--- src/rtl/bia_pkg.sv ---
`timescale 1ns / 1ps

package bia_pkg;

  // Bitmap geometry: the free set is held as ROWS words of WORD_W bits.
  localparam int MAX_BLOCKS = 1024;
  localparam int WORD_W     = 32;
  localparam int ROWS       = MAX_BLOCKS / WORD_W;
  localparam int ROW_W      = $clog2(ROWS);
  localparam int BIT_W      = $clog2(WORD_W);

  // Field widths fixed by the request and response formats.
  localparam int IDX_W = 10;
  localparam int CAP_W = 11;

  localparam logic [CAP_W-1:0] CAP_RESET = CAP_W'(1024);

  typedef enum logic {
    FN_ALLOC = 1'b0,
    FN_FREE  = 1'b1
  } func_t;

  typedef enum logic [1:0] {
    ST_OK            = 2'd0,
    ST_OUT_OF_BLOCKS = 2'd1,
    ST_UNTRACKED     = 2'd2,
    ST_DOUBLE_FREE   = 2'd3
  } status_t;

endpackage

--- src/rtl/bia_if.sv ---
`timescale 1ns / 1ps

// Request channel: one allocate or free request.
interface bia_req_if;
  import bia_pkg::*;

  logic             valid;
  logic             ready;
  func_t            func;
  logic [IDX_W-1:0] block_index;

  modport source (output valid, output func, output block_index, input ready);
  modport sink   (input valid, input func, input block_index, output ready);
endinterface

// Response channel: one result per request.
interface bia_rsp_if;
  import bia_pkg::*;

  logic             valid;
  logic             ready;
  status_t          status;
  logic [IDX_W-1:0] granted_index;

  modport source (output valid, output status, output granted_index, input ready);
  modport sink   (input valid, input status, input granted_index, output ready);
endinterface

// Configuration channel: writes the capacity register.
interface bia_cfg_if;
  import bia_pkg::*;

  logic             valid;
  logic             ready;
  logic [CAP_W-1:0] data;

  modport source (output valid, output data, input ready);
  modport sink   (input valid, input data, output ready);
endinterface

--- src/rtl/block_index_allocator.sv ---
`timescale 1ns / 1ps
// A request's response is registered out of the execute state that follows its acceptance.
// A new request waits until the last has left the execute state: a bitmap word is read
// from the single-port memory at acceptance, then modified and written back in execute.
// Reset (rst_n, synchronous, active low) clears the row summary, the bump pointer and all
// control state and loads capacity 1024; the bitmap memory itself needs no clearing pass.
module block_index_allocator (
  input  logic      clk,
  input  logic      rst_n,
  bia_req_if.sink   in_req,
  bia_rsp_if.source out_rsp,
  bia_cfg_if.sink   cfg_wr
);
  import bia_pkg::*;

  typedef enum logic {
    S_IDLE,
    S_EXEC
  } state_t;

  // The freed-index set lives in a memory of WORD_W-bit rows. The summary register holds
  // one bit per row that is set exactly when the row has any freed index in it. A row whose
  // summary bit is clear reads as all zero, so reset never has to sweep the memory.
  logic [WORD_W-1:0] bitmap_mem [ROWS];

  logic [ROWS-1:0]   summary_r, summary_nxt;
  logic [CAP_W-1:0]  capacity_r;
  logic [CAP_W-1:0]  bump_r, bump_nxt;
  state_t            state_r, state_nxt;

  // Per-request context captured at acceptance.
  func_t             func_r;
  logic [IDX_W-1:0]  idx_r;
  logic [ROW_W-1:0]  row_r;
  logic              row_vld_r;
  logic              hit_r;
  logic [WORD_W-1:0] rd_data_r;

  logic              out_valid_r, out_valid_nxt;
  status_t           out_status_r, out_status_nxt;
  logic [IDX_W-1:0]  out_index_r, out_index_nxt;

  logic              accept;
  logic [ROW_W-1:0]  rd_row;
  logic [CAP_W-1:0]  cap_eff;
  logic [WORD_W-1:0] word;
  logic [BIT_W-1:0]  top_bit;
  logic [BIT_W-1:0]  idx_bit;
  logic [WORD_W-1:0] wr_data;
  logic              wr_en;

  function automatic logic [ROW_W-1:0] top_row(input logic [ROWS-1:0] v);
    logic [ROW_W-1:0] r;
    r = '0;
    for (int i = 0; i < ROWS; i++) begin
      if (v[i]) r = ROW_W'(i);
    end
    return r;
  endfunction

  function automatic logic [BIT_W-1:0] top_set_bit(input logic [WORD_W-1:0] v);
    logic [BIT_W-1:0] r;
    r = '0;
    for (int i = 0; i < WORD_W; i++) begin
      if (v[i]) r = BIT_W'(i);
    end
    return r;
  endfunction

  // A new request is taken only when the core is idle and the response register is free
  // or being drained at the same edge, so a result never overwrites an unread one.
  assign in_req.ready = (state_r == S_IDLE) && (!out_valid_r || out_rsp.ready);
  assign accept       = in_req.valid && in_req.ready;

  // The user must write capacity only while idle; the block itself does not enforce it, and the port is always willing.
  assign cfg_wr.ready = 1'b1;

  assign out_rsp.valid         = out_valid_r;
  assign out_rsp.status        = out_status_r;
  assign out_rsp.granted_index = out_index_r;

  // Capacity above the bitmap size behaves as the bitmap size.
  assign cap_eff = (capacity_r > CAP_W'(MAX_BLOCKS)) ? CAP_W'(MAX_BLOCKS) : capacity_r;

  // Allocate looks at the highest non-empty row; free looks at the row of its index.
  assign rd_row = (in_req.func == FN_ALLOC) ? top_row(summary_r)
                                            : in_req.block_index[BIT_W +: ROW_W];

  assign word    = row_vld_r ? rd_data_r : '0;
  assign top_bit = top_set_bit(word);
  assign idx_bit = idx_r[BIT_W-1:0];

  // Execute stage: decide the result and the bitmap update from the word read last cycle.
  always_comb begin
    state_nxt      = state_r;
    summary_nxt    = summary_r;
    bump_nxt       = bump_r;
    out_valid_nxt  = out_valid_r && !out_rsp.ready;
    out_status_nxt = out_status_r;
    out_index_nxt  = out_index_r;
    wr_en          = 1'b0;
    wr_data        = word;

    unique case (state_r)
      S_IDLE: begin
        if (accept) state_nxt = S_EXEC;
      end
      S_EXEC: begin
        state_nxt      = S_IDLE;
        out_valid_nxt  = 1'b1;
        out_status_nxt = ST_OK;
        out_index_nxt  = '0;
        if (func_r == FN_ALLOC) begin
          if (hit_r) begin
            // Take the highest freed index and drop it from the set.
            wr_data              = word & ~(WORD_W'(1) << top_bit);
            wr_en                = 1'b1;
            summary_nxt[row_r]   = |wr_data;
            out_index_nxt        = IDX_W'({row_r, top_bit});
          end else if (bump_r < cap_eff) begin
            out_index_nxt = IDX_W'(bump_r);
            bump_nxt      = bump_r + CAP_W'(1);
          end else begin
            out_status_nxt = ST_OUT_OF_BLOCKS;
          end
        end else begin
          if ({1'b0, idx_r} >= cap_eff) begin
            out_status_nxt = ST_UNTRACKED;
          end else if (word[idx_bit]) begin
            out_status_nxt = ST_DOUBLE_FREE;
          end else begin
            wr_data            = word | (WORD_W'(1) << idx_bit);
            wr_en              = 1'b1;
            summary_nxt[row_r] = 1'b1;
          end
        end
      end
      default: state_nxt = S_IDLE;
    endcase
  end

  // Bitmap memory: one registered read at acceptance, one write-back in the execute cycle.
  // Requests never overlap, so the write always lands before the next read.
  always_ff @(posedge clk) begin
    if (accept) begin
      rd_data_r <= bitmap_mem[rd_row];
    end
    if (wr_en) begin
      bitmap_mem[row_r] <= wr_data;
    end
  end

  // Request context; payload registers need no reset.
  always_ff @(posedge clk) begin
    if (accept) begin
      func_r    <= in_req.func;
      idx_r     <= in_req.block_index;
      row_r     <= rd_row;
      row_vld_r <= summary_r[rd_row];
      hit_r     <= |summary_r;
    end
  end

  // State, bookkeeping and the registered response.
  always_ff @(posedge clk) begin
    if (!rst_n) begin
      state_r      <= S_IDLE;
      summary_r    <= '0;
      bump_r       <= '0;
      capacity_r   <= CAP_RESET;
      out_valid_r  <= 1'b0;
      out_status_r <= ST_OK;
      out_index_r  <= '0;
    end else begin
      state_r      <= state_nxt;
      summary_r    <= summary_nxt;
      bump_r       <= bump_nxt;
      out_valid_r  <= out_valid_nxt;
      out_status_r <= out_status_nxt;
      out_index_r  <= out_index_nxt;
      if (cfg_wr.valid && cfg_wr.ready) begin
        capacity_r <= cfg_wr.data;
      end
    end
  end

endmodule

--- src/flat_wrapper.sv ---
// flat-port wrapper written by rule: the top's interface ports become plain ports
module block_index_allocator_flat import bia_pkg::*;
  (clk, rst_n, in_req_valid, in_req_func, in_req_block_index, in_req_ready, out_rsp_valid, out_rsp_status, out_rsp_granted_index, out_rsp_ready, cfg_wr_valid, cfg_wr_data, cfg_wr_ready);
  bia_req_if in_req_i ();
  bia_rsp_if out_rsp_i ();
  bia_cfg_if cfg_wr_i ();
  input  logic clk;
  input  logic rst_n;
  input wire logic [$bits(in_req_i.valid)-1:0] in_req_valid;
  input wire logic [$bits(in_req_i.func)-1:0] in_req_func;
  input wire logic [$bits(in_req_i.block_index)-1:0] in_req_block_index;
  output wire logic [$bits(in_req_i.ready)-1:0] in_req_ready;
  output wire logic [$bits(out_rsp_i.valid)-1:0] out_rsp_valid;
  output wire logic [$bits(out_rsp_i.status)-1:0] out_rsp_status;
  output wire logic [$bits(out_rsp_i.granted_index)-1:0] out_rsp_granted_index;
  input wire logic [$bits(out_rsp_i.ready)-1:0] out_rsp_ready;
  input wire logic [$bits(cfg_wr_i.valid)-1:0] cfg_wr_valid;
  input wire logic [$bits(cfg_wr_i.data)-1:0] cfg_wr_data;
  output wire logic [$bits(cfg_wr_i.ready)-1:0] cfg_wr_ready;
  assign in_req_i.valid = in_req_valid;
  assign in_req_i.func = in_req_func;
  assign in_req_i.block_index = in_req_block_index;
  assign in_req_ready = in_req_i.ready;
  assign out_rsp_valid = out_rsp_i.valid;
  assign out_rsp_status = out_rsp_i.status;
  assign out_rsp_granted_index = out_rsp_i.granted_index;
  assign out_rsp_i.ready = out_rsp_ready;
  assign cfg_wr_i.valid = cfg_wr_valid;
  assign cfg_wr_i.data = cfg_wr_data;
  assign cfg_wr_ready = cfg_wr_i.ready;
  block_index_allocator u_core (.clk(clk), .rst_n(rst_n), .in_req(in_req_i), .out_rsp(out_rsp_i), .cfg_wr(cfg_wr_i));
endmodule
--- config.mk ---
export PLATFORM = sky130hd
export DESIGN_NAME = block_index_allocator_flat
export DESIGN_NICKNAME = d
export VERILOG_FILES = /design/src/rtl/bia_pkg.sv /design/src/rtl/bia_if.sv /design/src/rtl/block_index_allocator.sv /design/src/flat_wrapper.sv
export SDC_FILE = /design/constraint.sdc
export NUM_CORES = 2
export LEC_CHECK = 0
export BUFFER_PORTS_ARGS = -buffer_cell sky130_fd_sc_hd__buf_4
export CORE_AREA = 2 2 308 462
export DETAILED_ROUTE_END_ITERATION = 10
export DIE_AREA = 0 0 310 464
export GPL_TIMING_DRIVEN = 0
export PLACE_DENSITY = 0.48
export SLEW_MARGIN = 20
export SYNTH_ARGS = -nofsm -noshare
export SYNTH_HDL_FRONTEND = slang
export SYNTH_SLANG_ARGS = --single-unit
--- constraint.sdc ---
create_clock -name clk -period 10.75 [get_ports clk]
set_input_delay 1.075 -clock clk [delete_from_list [all_inputs] [get_ports clk]]
set_output_delay 1.075 -clock clk [all_outputs]
set_load 0.01 [all_outputs]
Yosys cells after proc, flatten, opt, wreduce, memory -nomap -nowiden
Memory sizes are Yosys's and may differ from the RTL's. A register that Yosys moved wholly into a read port is not among the register bits.
Index checks and enable logic that the tools add are counted.
{"block": "word_totals", "n_memories": 1, "elab_cells": 143, "ram_bits": 1024, "inputBits": 27, "reg_bits": 86}
{"name": "u_core.bitmap_mem", "words": 32, "word_bits": 32, "rd": 1, "rd_clocked_by_memory_dff": 1, "wr": 1, "line": "block_index_allocator.sv:24", "source": "logic [WORD_W-1:0] bitmap_mem [ROWS];"}
{"block": "op_classes", "n_mux": 99, "reduce_logical": 12, "magnitude_cmp": 7, "add_sub_neg": 1, "n_eq_ne": 2, "n_bitwise": 7, "shifts": 2}
{"operator": "two-way mux 32 bit", "count": 10}
{"operator": "two-way mux 5 bit", "count": 47}
{"operator": "OR 32 bit", "count": 2}
{"operator": "OR reduction 32 bit", "count": 2}
{"operator": "<< shifter 1 x 5 -> 32 bit (first input constant)", "count": 2}
{"operator": "bitwise AND 32 bit", "count": 1}
{"operator": "bitwise mux 32 bit", "count": 1}
{"operator": "two-way mux 4 bit", "count": 8}
{"operator": "NOT 32 bit", "count": 1}
{"operator": "two-way mux 10 bit", "count": 3}
{"operator": "< comparator 5 x 6 -> 1 bit (second input constant)", "count": 3}
{"operator": "two-way mux 1 bit", "count": 15}
{"operator": "two-way mux 2 bit", "count": 6}
{"operator": "two-way mux 3 bit", "count": 4}
{"operator": "adder 11 x 1 -> 11 bit (second input constant)", "count": 1}
{"operator": ">= comparator 10 x 11 -> 1 bit", "count": 1}
{"operator": "> comparator 11 bit (second input constant)", "count": 1}
{"operator": "< comparator 11 bit", "count": 1}
{"operator": "two-way mux 11 bit", "count": 1}
{"operator": "binary-select mux 1 bit (select 5 bit)", "count": 2}
{"operator": "AND reduction 4 bit", "count": 2}
{"operator": "demux 1 bit (select 5 bit)", "count": 1}
{"operator": ">= comparator 5 x 1 -> 1 bit (second input constant)", "count": 1}
{"operator": "logical AND 1 bit", "count": 4}
{"operator": "6 further kinds", "count": 10}

Longest topological paths before layout
{"block": "logic_depth", "ltp_word": 39, "depth_mapped": 15, "depth_no_buf": 13}

Worst setup path after synthesis
OpenSTA, ideal clock, no wires.
{"block": "synth_timing", "path_kind": "register -> register", "startpoint": "register u_core.capacity_r[10]", "endpoint": "memory u_core.bitmap_mem[0][20] (data pin)", "t_arrival_ps": 4078, "setup_time_ps": 474, "path_buffers": 2, "slack_ps": 6198, "stages_incl_launch_ff": 14, "path_cell_list": "dfxtp_1 -> inv_1 -> clkbuf_1 -> nand2_1 -> ha_1 -> nor2b_1 -> o211ai_1 -> a21oi_1 -> o41ai_1 -> a311oi_1 -> nor3_2 -> clkbuf_1 -> nand3_1 -> o32ai_1"}
{"block": "synth_via", "elab_chain_cells": 6}
{"item": "start: declaration", "line": "block_index_allocator.sv:27", "source": "logic [CAP_W-1:0] capacity_r;"}
{"item": "start signal: assignment", "line": "block_index_allocator.sv:182", "source": "capacity_r <= cfg_wr.data;"}
{"item": "> comparator 11 bit", "line": "block_index_allocator.sv:83", "source": "assign cap_eff = (capacity_r > CAP_W'(MAX_BLOCKS)) ? CAP_W'(MAX_BLOCKS) : capacity_r;"}
{"item": "two-way mux 11 bit (*)", "line": "block_index_allocator.sv:83"}
{"item": ">= comparator 10 x 11 -> 1 bit (*)", "line": "block_index_allocator.sv:127", "source": "if ({1'b0, idx_r} >= cap_eff) begin"}
{"item": "two-way mux 32 bit (*)", "line": "block_index_allocator.sv:127"}
{"item": "two-way mux 32 bit (*)", "line": "block_index_allocator.sv:113", "source": "if (func_r == FN_ALLOC) begin"}
{"item": "two-way mux 32 bit (*)", "line": "block_index_allocator.sv:104", "source": "unique case (state_r)"}
{"item": "net u_core.wr_data[20]", "line": "block_index_allocator.sv:49", "source": "logic [WORD_W-1:0] wr_data;"}
{"item": "end: declaration", "line": "block_index_allocator.sv:24"}
Mark *: on every way through the listed nets, which the timed path passes. The rest lies on a longest branch.

Worst setup path in the final report
{"block": "layout_timing", "startpoint": "register u_core.summary_r[8]", "endpoint": "register u_core.rd_data_r[26], read port of u_core.bitmap_mem (data pin)"}
{"block": "layout_via", "elab_chain_cells": 25}
{"item": "start: declaration", "line": "block_index_allocator.sv:26", "source": "logic [ROWS-1:0] summary_r, summary_nxt;"}
{"item": "start signal: assignment", "line": "block_index_allocator.sv:176", "source": "summary_r <= summary_nxt;"}
{"item": "two-way mux 5 bit (24 in a row)", "line": "block_index_allocator.sv:56", "source": "if (v[i]) r = ROW_W'(i);"}
{"item": "two-way mux 5 bit", "line": "block_index_allocator.sv:86", "source": "assign rd_row = (in_req.func == FN_ALLOC) ? top_row(summary_r)"}
{"item": "end: declaration", "line": "block_index_allocator.sv:37", "source": "logic [WORD_W-1:0] rd_data_r;"}
No other way between the ends.
A chain may end at the register's enable or synchronous reset.

==> impl_table.tex <==
\begin{tabular}{lr}
\hline
Metric & Value \\
\hline
\multicolumn{2}{l}{\textbf{Synthesis}} \\
Most common cell in the netlist & sky130\_fd\_sc\_hd\_\_edfxtp\_1 \\
Total nets after synthesis & 3475 \\
Primary flip-flop cell chosen by synthesis mapping & sky130\_fd\_sc\_hd\_\_edfxtp\_1 \\
Post-synth cell types & 82 \\
Most area-hungry cell type in the Yosys netlist & sky130\_fd\_sc\_hd\_\_edfxtp\_1 \\
Synthesized area per cell & 13.79 um\^{}2 \\
Proportion of synthesized flip-flops having asynchronous set or reset & 0\% \\
Number of instances in the synthesized netlist & 3427 \\
Share of the synthesized area in the top cell type & 68.24\% \\
Most numerous cell types in the synthesized netlist & sky130\_fd\_sc\_hd\_\_edfxtp\_1, sky130\_fd\_sc\_hd\_\_nand2\_1, sky130\_fd\_sc\_hd\_\_mux2i\_1 \\
Count of flip-flops with a built-in enable after synthesis & 1074 \\
Number of warnings issued by yosys & 0 \\
Sequential cell area fraction in the yosys report & 71.12\% \\
Cell Area, Synth & 47260 um\^{}2 \\
Number of storage elements in the synthesis netlist & 1142 \\
Top cells by area, synth & sky130\_fd\_sc\_hd\_\_edfxtp\_1, sky130\_fd\_sc\_hd\_\_mux2i\_1, sky130\_fd\_sc\_hd\_\_nand2\_1 \\
\multicolumn{2}{l}{\textbf{Worst setup path}} \\
Data required, critical path & 11.16 ns \\
Worst path arrival time & 6.46 ns \\
Worst stage delay on the critical path & 0.85 ns \\
Logic depth of the worst register-to-register path & 12 \\
Standard cell with the maximum stage delay on the critical path & sky130\_fd\_sc\_hd\_\_clkbuf\_1 \\
Critical Path Fanout Max & 10 \\
Critical Path Source Type & flop \\
Critical path type & reg2reg \\
Cells along the critical path & or4\_1 > o21ai\_0 > a31oi\_1 > o21ai\_1 > nand2\_1 > inv\_2 > clkbuf\_1 > buf\_1 > clkbuf\_1 > o211ai\_1 > o21ai\_0 > nor4\_1 \\
Worst setup EP type & flop \\
\multicolumn{2}{l}{\textbf{Global routing}} \\
GRT Util Overall & 21.13\% \\
Vias in the first global route & 30250 \\
Total congestion overflow & 0 \\
Maximum number of pins on one net before global-route repair & 45 \\
Number of antenna violations at the first check in global routing & 5 \\
Global-route wire length before repair & 218.0 mm \\
\multicolumn{2}{l}{\textbf{Detailed routing}} \\
Length of routed wiring on met1 & 56.36 mm \\
1st-pass router iterations & 9 \\
Remaining DRCs & 0 \\
Iteration-0 DRC Markers & 2535 \\
Highest routing layer actually used & met5 \\
Routed via count divided by cell count & 5.365 \\
Remaining antenna violation count after routing & 0 \\
Total wire length after detailed routing & 153.0 mm \\
Mean routed wirelength per cell & 27.31 um \\
Vias post-DR & 30060 \\
Met2 wirelength from detailed routing & 83.88 mm \\
Total length of routed met3 wires & 6.188 mm \\
\multicolumn{2}{l}{\textbf{Place}} \\
Placed wire-length estimate after detailed placement & 111.7 mm \\
Placer congestion estimate & 0.9154 \\
Port-buffer cells & 39 \\
Worst slack, placed & 4.285 ns \\
\multicolumn{2}{l}{\textbf{CTS}} \\
Clock tree root driver cell & sky130\_fd\_sc\_hd\_\_clkbuf\_16 \\
Max H-tree Level & 3 \\
Clock tree from TritonCTS & done \\
Sinks on the clock net & 1142 \\
Worst-path clk slew & 0.07 ns \\
Post-CTS setup buffer count & 0 \\
Buffer depth of the longest clock path & 3 \\
Total of cells resized after clock tree synthesis & 0 \\
Worst skew pair latency & 0.74 ns \\
Quantity of hold-fixing buffers added after cts & 0 \\
Total clock buffers created by CTS & 107 \\
\multicolumn{2}{l}{\textbf{Power and ir drop}} \\
Clk network pwr share & 38.6\% \\
Power density relative to cell area & 176.9 nW/um\^{}2 \\
Leakage power figure & 18.54 nW \\
Internal Pwr Total & 7.318 mW \\
VDD IR max & 151.4 uV \\
Relative contribution of combinational cells to total power & 10.4\% \\
Switching Fraction & 25.50\% \\
Sw Pwr & 2.504 mW \\
Power share of the sequential group & 51.0\% \\
\multicolumn{2}{l}{\textbf{Finish}} \\
Share of final-layout standard cells stronger than drive strength 1 & 10.93\% \\
Fin util & 39.78\% \\
Total Nets Final & 3691 \\
Area overhead of the layout relative to synthesis & 17.48\% \\
\multicolumn{2}{l}{\textbf{Timing}} \\
Hold Violations, Final & 0 \\
Period utilization & 56.32\% \\
RSZ-0062 raised after global routing & false \\
Post-layout min period & 6.055 ns \\
Final worst slack & 4.695 ns \\
Upper clock frequency limit & 0.1652 GHz \\
Max-slew headroom & 21.01\% \\
Final Setup Violations & 0 \\
Actual transition at the worst max-transition pin & 1.185 ns \\
Post-Route Setup TNS & 0 ns \\
Slew Limit Fails & 0 \\
Clock skew & 0.03097 ns \\
\multicolumn{2}{l}{\textbf{Status}} \\
Run status & complete, no violations \\
\multicolumn{2}{l}{\textbf{Floorplanning}} \\
Die outline area & 143800 um\^{}2 \\
Die width & 310 um \\
Core Footprint & 139600 um\^{}2 \\
Die boundary height & 464 um \\
IO Pins & 42 \\
Rows & 168 \\
Initial Utilization & 33.86\% \\
\multicolumn{2}{l}{\textbf{Hold path}} \\
HP Class & in2reg \\
Worst hold path stage count & 1 \\
\multicolumn{2}{l}{\textbf{Flow run}} \\
Number of max-cap violations & 0 \\
\hline
\end{tabular}
sequential cells by signal (all words and copies together), names as in the netlist:
| name | count |
|---|---|
| u_core.bitmap_mem | 1024 |
| u_core.rd_data_r | 32 |
| u_core.summary_r | 32 |
| u_core.bump_r | 11 |
| u_core.capacity_r | 11 |
| u_core.idx_r | 10 |
| u_core.out_rsp.granted_index | 10 |
| u_core.row_r | 5 |
| u_core.out_rsp.status | 2 |
| u_core.func_r | 1 |
| u_core.hit_r | 1 |
| u_core.out_rsp.valid | 1 |
| u_core.row_vld_r | 1 |
| u_core.state_r | 1 |
cell type report:
cell class	count	area [um^2]
multi-input cells	2037	13330
clock buffers	133	2775
flip-flops and latches	1142	33610
repair buffers	107	1808
clock inverters	65	663.1
well taps	1870	2340
diodes	1	2.502
inverters	30	112.6
fillers	13180	84050
plain buffers	218	878.3
routing by layer:
metal / vias up / GRT usage [%]
li1: 13620 / -
met1: 15310 / 23.51
met2: 855 / 39.96
met3: 269 / 2.398
met4: 4 / 9.084
met5: - / 0
cell usage in the layout, fill, tap and decap left out, types with 9 or more instances in the layout:
cell type / count
sky130_fd_sc_hd__and2_1: 19
sky130_fd_sc_hd__a2bb2oi_1: 32
sky130_fd_sc_hd__ha_1: 21
sky130_fd_sc_hd__a31oi_1: 11
sky130_fd_sc_hd__a21boi_1: 21
sky130_fd_sc_hd__nor4_1: 50
sky130_fd_sc_hd__a221o_1: 31
sky130_fd_sc_hd__a21oi_1: 150
sky130_fd_sc_hd__nor2_4: 33
sky130_fd_sc_hd__nor2_1: 75
sky130_fd_sc_hd__nand4_1: 50
sky130_fd_sc_hd__o21ai_0: 68
sky130_fd_sc_hd__o21ai_1: 22
sky130_fd_sc_hd__buf_12: 35
sky130_fd_sc_hd__nor3_1: 24
sky130_fd_sc_hd__a32oi_1: 39
sky130_fd_sc_hd__clkinv_2: 16
sky130_fd_sc_hd__mux2i_1: 264
sky130_fd_sc_hd__a21boi_0: 13
sky130_fd_sc_hd__and3_1: 9
sky130_fd_sc_hd__dfxtp_1: 68
sky130_fd_sc_hd__buf_1: 28
sky130_fd_sc_hd__inv_1: 26
sky130_fd_sc_hd__bufinv_16: 9
sky130_fd_sc_hd__a21oi_4: 22
sky130_fd_sc_hd__a22oi_1: 128
sky130_fd_sc_hd__clkinv_1: 28
sky130_fd_sc_hd__nand2_1: 538
sky130_fd_sc_hd__buf_4: 43
sky130_fd_sc_hd__o211ai_1: 43
sky130_fd_sc_hd__clkbuf_1: 176
sky130_fd_sc_hd__nand3_1: 170
sky130_fd_sc_hd__edfxtp_1: 1074
sky130_fd_sc_hd__clkbuf_16: 107
sky130_fd_sc_hd__nand2b_1: 17
sky130_fd_sc_hd__nor2b_1: 33
sky130_fd_sc_hd__xnor2_1: 9
sky130_fd_sc_hd__buf_2: 35
sky130_fd_sc_hd__buf_16: 27
logic make-up after synthesis:
logic type	share of synthesized area, %
multiplexers	6.068
adder cells (fa/ha/maj)	0.5560
buffers and inverters	2.091
XOR/XNOR	0.1853
AO/OA/AOI/OAI	9.706
other	0.007935
flip-flops	71.12
AND/OR/NAND/NOR	10.26
per-stage QoR:
step / cell area [um^2] / hold slack, ns / power, mW / instances
3_5_place_dp: 52060 / 0.5130 / 6.130 / 5404
5_1_grt: 55520 / 0.4865 / 10.12 / 5603
2_1_floorplan: 47260 / 0.4529 / 5.602 / 3427
4_1_cts: 55490 / 0.4600 / 9.890 / 5602
3_3_place_gp: 49890 / 0.4983 / 6.046 / 5336
6_report: 55520 / 0.5098 / 9.822 / 5603
power by group through the flow:
stage	Sequential (mW)	Combinational (mW)	Clock [mW]
after global placement	5.12	0.921	0
after global routing	5.01	1.08	4.02
after detailed placement	5.11	1.02	0
after floorplan	5.09	0.514	0
after CTS	5.01	1.03	3.85
final	5.01	1.02	3.79
final timing paths:
kind / from / endpoint / slack [ns]
setup reg to reg: u_core.summary_r[8] / u_core.rd_data_r[26] / 4.70
setup / recovery: u_core.summary_r[8] / u_core.rd_data_r[26] / 4.70
hold / removal: in_req_block_index[4] / u_core.idx_r[4] / 0.51
hold reg to reg: u_core.out_rsp.status[1] / u_core.out_rsp.status[1] / 0.53
worst max-delay path, delay by kind of cell, from the launching register on:
family                 cells  cell delay (ns)
buffers and inverters      4             2.90
and+or+nand+nor            3             1.34
AOI/OAI and AO/OA          5             1.04
DFF                        1             0.39
Power figures use the tool's default switching activity.
